File: src/rtl/hdf_pkg.sv
// ----------------------------------------------------------------------------
// hdf_pkg - shared definitions for the header/trailer deframer
// Byte type, configuration port widths, register indexes and the pattern
// lane helper.
// ----------------------------------------------------------------------------
package hdf_pkg;

  typedef logic [7:0] byte_t;

  // default delimiter window depth in bytes
  localparam int HDF_MAX_DELIM_BYTES = 4;

  // configuration port geometry
  localparam int CFG_IDX_W  = 3;
  localparam int CFG_DATA_W = 32;

  typedef logic [CFG_IDX_W-1:0]  cfg_idx_t;
  typedef logic [CFG_DATA_W-1:0] cfg_data_t;

  // register indexes
  localparam cfg_idx_t REG_FRAMING_ENABLE  = 3'd0;
  localparam cfg_idx_t REG_HEADER_PATTERN  = 3'd1;
  localparam cfg_idx_t REG_HEADER_LENGTH   = 3'd2;
  localparam cfg_idx_t REG_TRAILER_PATTERN = 3'd3;
  localparam cfg_idx_t REG_TRAILER_LENGTH  = 3'd4;

  // byte lane j of a 32-bit pattern, zero above lane 3
  function automatic byte_t hdf_pat_lane(logic [31:0] pat, int unsigned j);
    logic [31:0] shifted;
    shifted = pat >> (8 * j);
    return shifted[7:0];
  endfunction

endpackage

File: src/rtl/hdf_if.sv
// ----------------------------------------------------------------------------
// hdf_if - channel interfaces of the header/trailer deframer
// Received byte channel, result channel and configuration write channel,
// each with valid/ready handshake.
// ----------------------------------------------------------------------------

// received byte channel
interface hdf_byte_if import hdf_pkg::*; ();
  logic  valid;
  logic  ready;
  byte_t data_byte;

  modport source (output valid, output data_byte, input ready);
  modport sink   (input valid, input data_byte, output ready);
endinterface

// result channel
interface hdf_result_if import hdf_pkg::*; ();
  logic  valid;
  logic  ready;
  byte_t payload_byte;
  logic  frame_last;

  modport source (output valid, output payload_byte, output frame_last, input ready);
  modport sink   (input valid, input payload_byte, input frame_last, output ready);
endinterface

// configuration write channel
interface hdf_cfg_if import hdf_pkg::*; ();
  logic      valid;
  logic      ready;
  cfg_idx_t  index;
  cfg_data_t data;

  modport source (output valid, output index, output data, input ready);
  modport sink   (input valid, input index, input data, output ready);
endinterface

File: src/rtl/header_trailer_deframer.sv
// ----------------------------------------------------------------------------
// header_trailer_deframer - delimiter based frame extractor
// A result appears in the output register in the cycle after the byte that
// releases it is accepted. One byte per cycle is taken while the output
// register is empty or being read; a stalled output register holds the input.
// Reset: synchronous, clears framing state, output valid and the
// configuration registers to their reset values.
// ----------------------------------------------------------------------------
module header_trailer_deframer import hdf_pkg::*; #(
  parameter int MAX_DELIM_BYTES = HDF_MAX_DELIM_BYTES
) (
  input  logic         clk,
  input  logic         rst_n,
  hdf_byte_if.sink     in_ch,
  hdf_result_if.source out_ch,
  hdf_cfg_if.sink      cfg_ch
);

  localparam int FILL_W = $clog2(MAX_DELIM_BYTES + 1);

  typedef logic [MAX_DELIM_BYTES-1:0][7:0] win_t;
  typedef logic [FILL_W-1:0]               fill_t;

  // configuration registers
  logic        framing_en_r;
  logic [31:0] hdr_pat_r;
  logic [2:0]  hdr_len_r;
  logic [31:0] trl_pat_r;
  logic [2:0]  trl_len_r;

  // deframing state
  logic  in_frame_r, in_frame_nxt;
  win_t  hist_r, hist_nxt;
  win_t  win_r, win_nxt;
  fill_t fill_r, fill_nxt;

  // output register
  logic  out_valid_r;
  byte_t out_byte_r;
  logic  out_last_r;

  // per-request result
  logic  res_valid;
  byte_t res_byte;
  logic  res_last;

  logic  in_accept;
  byte_t data_b;

  fill_t hl, tl, tl_m1, fill_inc, fill_new;
  win_t  hist_shift, win_shift, win_new;
  logic  released;
  byte_t rel_byte;
  logic  trl_hit;
  logic [MAX_DELIM_BYTES:0] hdr_match, trl_match;

  assign cfg_ch.ready = 1'b1;
  assign in_ch.ready  = !out_valid_r || out_ch.ready;
  assign in_accept    = in_ch.valid && in_ch.ready;
  assign data_b       = in_ch.data_byte;

  assign out_ch.valid        = out_valid_r;
  assign out_ch.payload_byte = out_byte_r;
  assign out_ch.frame_last   = out_last_r;

  // configuration writes
  always_ff @(posedge clk) begin
    if (!rst_n) begin
      framing_en_r <= 1'b0;
      hdr_pat_r    <= '0;
      hdr_len_r    <= 3'd1;
      trl_pat_r    <= '0;
      trl_len_r    <= 3'd1;
    end else if (cfg_ch.valid) begin
      case (cfg_ch.index)
        REG_FRAMING_ENABLE:  framing_en_r <= cfg_ch.data[0];
        REG_HEADER_PATTERN:  hdr_pat_r    <= cfg_ch.data[31:0];
        REG_HEADER_LENGTH:   hdr_len_r    <= cfg_ch.data[2:0];
        REG_TRAILER_PATTERN: trl_pat_r    <= cfg_ch.data[31:0];
        REG_TRAILER_LENGTH:  trl_len_r    <= cfg_ch.data[2:0];
        default: ;
      endcase
    end
  end

  // effective delimiter lengths, clamped to 1..max
  always_comb begin
    if (hdr_len_r == 3'd0) begin
      hl = FILL_W'(1);
    end else if (32'(hdr_len_r) > MAX_DELIM_BYTES) begin
      hl = FILL_W'(MAX_DELIM_BYTES);
    end else begin
      hl = FILL_W'(hdr_len_r);
    end
    if (trl_len_r == 3'd0) begin
      tl = FILL_W'(1);
    end else if (32'(trl_len_r) > MAX_DELIM_BYTES) begin
      tl = FILL_W'(MAX_DELIM_BYTES);
    end else begin
      tl = FILL_W'(trl_len_r);
    end
    tl_m1 = tl - FILL_W'(1);
  end

  // header history with the new byte in lane 0, saturating fill
  always_comb begin
    hist_shift    = hist_r << 8;
    hist_shift[0] = data_b;
    if (fill_r != FILL_W'(MAX_DELIM_BYTES)) begin
      fill_inc = fill_r + FILL_W'(1);
    end else begin
      fill_inc = fill_r;
    end
  end

  // trailer window: append while filling, else release oldest and shift
  always_comb begin
    win_shift = win_r >> 8;
    win_new   = win_r;
    rel_byte  = win_r[0];
    if (fill_r < tl) begin
      released = 1'b0;
      fill_new = fill_r + FILL_W'(1);
      for (int k = 0; k < MAX_DELIM_BYTES; k++) begin
        if (FILL_W'(k) == fill_r) begin
          win_new[k] = data_b;
        end
      end
    end else begin
      released = 1'b1;
      fill_new = tl;
      for (int k = 0; k < MAX_DELIM_BYTES; k++) begin
        if (FILL_W'(k) < tl_m1) begin
          win_new[k] = win_shift[k];
        end else if (FILL_W'(k) == tl_m1) begin
          win_new[k] = data_b;
        end else begin
          win_new[k] = 8'h00;
        end
      end
    end
  end

  // delimiter compare for every possible length
  always_comb begin
    hdr_match = '0;
    trl_match = '0;
    for (int l = 1; l <= MAX_DELIM_BYTES; l++) begin
      hdr_match[l] = 1'b1;
      trl_match[l] = 1'b1;
      for (int i = 0; i < l; i++) begin
        if (hist_shift[i] != hdf_pat_lane(hdr_pat_r, unsigned'(l - 1 - i))) begin
          hdr_match[l] = 1'b0;
        end
        if (win_new[i] != hdf_pat_lane(trl_pat_r, unsigned'(i))) begin
          trl_match[l] = 1'b0;
        end
      end
    end
    trl_hit = (fill_new == tl) && trl_match[tl];
  end

  // next state and result for one request
  always_comb begin
    in_frame_nxt = in_frame_r;
    hist_nxt     = hist_r;
    win_nxt      = win_r;
    fill_nxt     = fill_r;
    res_valid    = 1'b0;
    res_byte     = rel_byte;
    res_last     = 1'b0;
    if (!framing_en_r) begin
      in_frame_nxt = 1'b0;
      hist_nxt     = '0;
      win_nxt      = '0;
      fill_nxt     = '0;
      res_valid    = 1'b1;
      res_byte     = data_b;
    end else if (!in_frame_r) begin
      hist_nxt = hist_shift;
      fill_nxt = fill_inc;
      if ((fill_inc >= hl) && hdr_match[hl]) begin
        in_frame_nxt = 1'b1;
        hist_nxt     = '0;
        win_nxt      = '0;
        fill_nxt     = '0;
      end
    end else begin
      win_nxt   = win_new;
      fill_nxt  = fill_new;
      res_valid = released;
      res_last  = trl_hit;
      if (trl_hit) begin
        in_frame_nxt = 1'b0;
        hist_nxt     = '0;
        win_nxt      = '0;
        fill_nxt     = '0;
      end
    end
  end

  // deframing state update
  always_ff @(posedge clk) begin
    if (!rst_n) begin
      in_frame_r <= 1'b0;
      hist_r     <= '0;
      win_r      <= '0;
      fill_r     <= '0;
    end else if (in_accept) begin
      in_frame_r <= in_frame_nxt;
      hist_r     <= hist_nxt;
      win_r      <= win_nxt;
      fill_r     <= fill_nxt;
    end
  end

  // output register control
  always_ff @(posedge clk) begin
    if (!rst_n) begin
      out_valid_r <= 1'b0;
    end else if (in_accept && res_valid) begin
      out_valid_r <= 1'b1;
    end else if (out_ch.ready) begin
      out_valid_r <= 1'b0;
    end
  end

  // output payload
  always_ff @(posedge clk) begin
    if (in_accept && res_valid) begin
      out_byte_r <= res_byte;
      out_last_r <= res_last;
    end
  end

endmodule

File: src/flat_wrapper.sv
// flat-port wrapper written by rule: the top's interface ports become plain ports
module header_trailer_deframer_flat import hdf_pkg::*;
#(
  parameter int MAX_DELIM_BYTES = HDF_MAX_DELIM_BYTES
)
  (clk, rst_n, in_ch_valid, in_ch_data_byte, in_ch_ready, out_ch_valid, out_ch_payload_byte, out_ch_frame_last, out_ch_ready, cfg_ch_valid, cfg_ch_index, cfg_ch_data, cfg_ch_ready);
  hdf_byte_if in_ch_i ();
  hdf_result_if out_ch_i ();
  hdf_cfg_if cfg_ch_i ();
  input  logic clk;
  input  logic rst_n;
  input wire logic [$bits(in_ch_i.valid)-1:0] in_ch_valid;
  input wire logic [$bits(in_ch_i.data_byte)-1:0] in_ch_data_byte;
  output wire logic [$bits(in_ch_i.ready)-1:0] in_ch_ready;
  output wire logic [$bits(out_ch_i.valid)-1:0] out_ch_valid;
  output wire logic [$bits(out_ch_i.payload_byte)-1:0] out_ch_payload_byte;
  output wire logic [$bits(out_ch_i.frame_last)-1:0] out_ch_frame_last;
  input wire logic [$bits(out_ch_i.ready)-1:0] out_ch_ready;
  input wire logic [$bits(cfg_ch_i.valid)-1:0] cfg_ch_valid;
  input wire logic [$bits(cfg_ch_i.index)-1:0] cfg_ch_index;
  input wire logic [$bits(cfg_ch_i.data)-1:0] cfg_ch_data;
  output wire logic [$bits(cfg_ch_i.ready)-1:0] cfg_ch_ready;
  assign in_ch_i.valid = in_ch_valid;
  assign in_ch_i.data_byte = in_ch_data_byte;
  assign in_ch_ready = in_ch_i.ready;
  assign out_ch_valid = out_ch_i.valid;
  assign out_ch_payload_byte = out_ch_i.payload_byte;
  assign out_ch_frame_last = out_ch_i.frame_last;
  assign out_ch_i.ready = out_ch_ready;
  assign cfg_ch_i.valid = cfg_ch_valid;
  assign cfg_ch_i.index = cfg_ch_index;
  assign cfg_ch_i.data = cfg_ch_data;
  assign cfg_ch_ready = cfg_ch_i.ready;
  header_trailer_deframer #(.MAX_DELIM_BYTES(MAX_DELIM_BYTES)) u_core (.clk(clk), .rst_n(rst_n), .in_ch(in_ch_i), .out_ch(out_ch_i), .cfg_ch(cfg_ch_i));
endmodule
File: config.mk
export PLATFORM = sky130hd
export DESIGN_NAME = header_trailer_deframer_flat
export DESIGN_NICKNAME = d
export VERILOG_FILES = /design/src/rtl/hdf_pkg.sv /design/src/rtl/hdf_if.sv /design/src/rtl/header_trailer_deframer.sv /design/src/flat_wrapper.sv
export SDC_FILE = /design/constraint.sdc
export NUM_CORES = 1
export LEC_CHECK = 0
export BUFFER_PORTS_ARGS = -buffer_cell sky130_fd_sc_hd__buf_2
export CAP_MARGIN = 20
export CORE_MARGIN = 4
export CORE_UTILIZATION = 30
export CTS_CLUSTER_SIZE = 10
export DETAILED_ROUTE_END_ITERATION = 16
export HOLD_SLACK_MARGIN = 0.15
export SYNTH_ARGS = -nofsm -noshare
export SYNTH_HDL_FRONTEND = slang
export SYNTH_SLANG_ARGS = --single-unit
File: constraint.sdc
create_clock -name clk -period 4.6 [get_ports clk]
set_input_delay 0.92 -clock clk [delete_from_list [all_inputs] [get_ports clk]]
set_output_delay 0.92 -clock clk [all_outputs]
set_load 0.1 [all_outputs]
==> results.py <==
metrics = {
    "sta": {
        "period_minus_slack_ns": 4.34,
        "worst_pin_slew_ns": 1.01,
        "final.setup.tns_ns": 0,
        "max_freq_mhz": 231,
        "holdWs_ns": 0.477,
        "timing.final.ws_setup_ns": 0.264,
        "period_share": 0.943,
        "rsz0062_at_grt": "false",
        "clock_skew_ns": 0.0105,
        "hold_viol": 0,
        "slew_viol_final": 0,
        "setup_viol": 0,
        "maxSlewHeadroom": 0.328,
    },
    "grt": {
        "grt_pass1_vias": 6915,
        "track_usage": 0.171,
        "grt_start_max_net_pins": 55,
        "antenna_found_initial": 0,
        "grt_pass1_wl_um": 41000,
        "grt_overflow": 0,
    },
    "worst_hold_path": {
        "hold_class": "reg2reg",
        "holdPathStages": 2,
    },
    "pwr": {
        "vdd_drop_max_v": 0.000188,
        "p_leak_nw": 3.61,
        "power_density_nw_per_um2": 317,
    },
    "critical_path": {
        "startpoint_type": "flip-flop",
        "reg2reg_depth": 14,
        "required_ns": 4.91,
        "r2r_slack_ns": 0.26,
        "end_kind": "flip-flop",
        "worst_ep_arrival_time_ns": 4.65,
        "critPathKind": "reg2reg",
        "crit_fanout": 14,
    },
    "layout": {
        "fill_cells": 2824,
        "syn2layout_area_growth_pct": 15.1,
        "drive_gt1_frac": 0.148,
        "final_nets": 1062,
        "antennaDiodeCount": 0,
        "final_cell_mix": "nand2_1, dfxtp_1, a21boi_0",
        "final_cells": 1356,
        "final_common_cell": "nand2_1",
    },
    "yosys": {
        "synth-main-ff-cell": "dfxtp_1",
        "synth_fp_nets": 1038,
        "yosysSeqAreaShare": 0.352,
        "yosysWarnings": 0,
        "ys_seq_elements": 141,
        "ys_types": 61,
        "synth_edf_count": 9,
        "syn_avg_cell_area_um2": 8.44,
        "synthArstFlopShare": 0,
        "syn_inst": 979,
        "syn_area_um2": 8260,
    },
    "clock_tree": {
        "numCtsBuffers": 17,
        "clockRootBuffer": "clkbuf_16",
        "clk_latency_ns": 0.43,
        "clkTransAtPathRegs_ns": 0.07,
        "post_cts_buffers": 0,
        "ctsResizeCount": 0,
        "cts_hold_buf": 0,
        "clock-sinks": 141,
        "htree_levels": 4,
        "clockBufferDepth": 2,
        "cts_tree": "built",
    },
    "die": {
        "ios": 60,
        "coreArea_um2": 27000,
        "die_w_um": 174,
        "initial_core_util": 0.306,
        "die_h_um": 174,
        "num_rows": 60,
        "die_area_um2": 30300,
    },
    "routing": {
        "wirelength_um": 26100,
        "vias_per_cell": 5.38,
        "drt_iter0_drc": 717,
        "drcViolationCount": 0,
        "drt-pass1-iter-count": 7,
        "wl_per_cell_um": 19.3,
        "num_vias": 7298,
        "ant_nets": 0,
    },
    "placed_design": {
        "portBuffers": 58,
        "gp_congestion": 0.938,
        "dp_slack_ns": 0.304,
        "dp_cells": 1324,
        "hpwl_um": 19100,
    },
    "status": {
        "status": "completed",
    },
    "job": {
        "max-cap-violations": 0,
    },
}
area by class of cell:
| type | count | area, µm² | area share |
|---|---|---|---|
| tap | 341 | 427 | 0.0449 |
| inverter | 13 | 48.8 | 0.00513 |
| sequential | 141 | 2910 | 0.306 |
| timing repair buffer | 97 | 591 | 0.0621 |
| multi-input combinational | 733 | 4940 | 0.520 |
| clock buffer | 22 | 475 | 0.0500 |
| clock inverter | 9 | 111 | 0.0117 |
registers in the layout, indices dropped and copies added (netlist names), 3 cells and up:
signal	count
u_core.win_r	24
u_core.fill_r	3
u_core.rel_byte	8
u_core.hdr_len_r	3
u_core.hdr_pat_r	32
u_core.trl_pat_r	32
u_core.trl_len_r	3
u_core.out_ch.payload_byte	8
u_core.hist_r	24
worst max-delay path: stages, from the launching register on:
cell and delay, ns:
dfxtp_1 0.31, inv_1 0.14, nand2_1 0.12, ha_1 0.20, or3_1 0.41, o32a_1 0.48
buf_4 0.23, a211oi_2 0.19, or3_1 0.14, nand4_1 0.11, or4_4 0.59, a2111oi_4 0.50
a21oi_1 0.32, buf_4 0.29, a22o_1 0.18
through the flow:
| stage | power (mW) | utilization | area, µm² |
|---|---|---|---|
| 2_1_floorplan | 1.52 | - | 8260 |
| 3_3_place_gp | 1.63 | 0.330 | 8910 |
| 3_5_place_dp | 1.63 | 0.330 | 8910 |
| 4_1_cts | 3.02 | 0.351 | 9500 |
| 5_1_grt | 3.10 | 0.352 | 9510 |
| 6_report | 3.01 | 0.352 | 9510 |
cell families after synthesis:
family / synth area share
AOI/OAI and AO/OA: 0.229
xor gates and xnor gates: 0.109
adders and majority gates: 0.0167
buffers and inverters: 0.0509
DFF: 0.352
muxes: 0.0486
other: 0.000454
and+or+nand+nor: 0.192
routing by layer:
layer,up-vias,track usage,routed length [µm]
met3,25,0.0304,1730
met1,3492,0.251,12700
met5,-,0,0
met4,0,0.0412,358
met2,260,0.260,11300
li1,3521,-,-
Yosys cell counts, types with 2 or more instances:
cell        n  area (µm²)
a21o_1      3        22.5
ha_1       11         138
nand4b_1    2        17.5
xnor2_1    45         394
mux2_2      9         101
o21ai_1     6        30.0
buf_1      11        41.3
o21a_1      2        15.0
o32ai_2     2        32.5
a211oi_1    4        30.0
clkbuf_1   69         259
a21oi_1    15        75.1
nor3b_1     3        22.5
a221oi_1   16         140
a21boi_0   66         495
dfxtp_1   132        2640
nor2b_1    18         113
nand2_1   168         631
nor2_1     12        45.0
inv_1      13        48.8
nor3_1     15        75.1
edfxtp_1    9         270
a22oi_1    25         188
xor2_1     58         508
a22o_1     15         131
nand2b_1   15        93.8
buf_2       9        45.0
o21ai_0    16        80.1
o221ai_1    7        61.3
nor4_1     16         100
buf_4       2        15.0
a32oi_1     4        35.0
a211oi_2    6        75.1
mux2i_1    30         300
nand4_1    15        93.8
and2_1      4        25.0
a32o_1      8        80.1
and3_1     10        62.6
or3_1      11        68.8
or2_2       4        25.0
a31oi_1     6        37.5
o31ai_1     8        60.1
a21boi_1   25         188
nand3_1    36         180
o22ai_1     2        12.5
final timing paths:
kind | startpoint | end
setup reg to reg | u_core.trl_len_r[2] | u_core.rel_byte[7]
setup / recovery | u_core.trl_len_r[2] | u_core.rel_byte[7]
hold / removal | u_core.hdr_pat_r[25] | u_core.hdr_pat_r[25]
hold reg to reg | u_core.hdr_pat_r[25] | u_core.hdr_pat_r[25]
report_power, final:
part	leakage [nW]	switching (mW)	internal, mW
registers	1.15	0.0212	1.25
logic	2.18	0.222	0.110
clock network	0.278	0.561	0.844
Power figures use the tool's default switching activity.
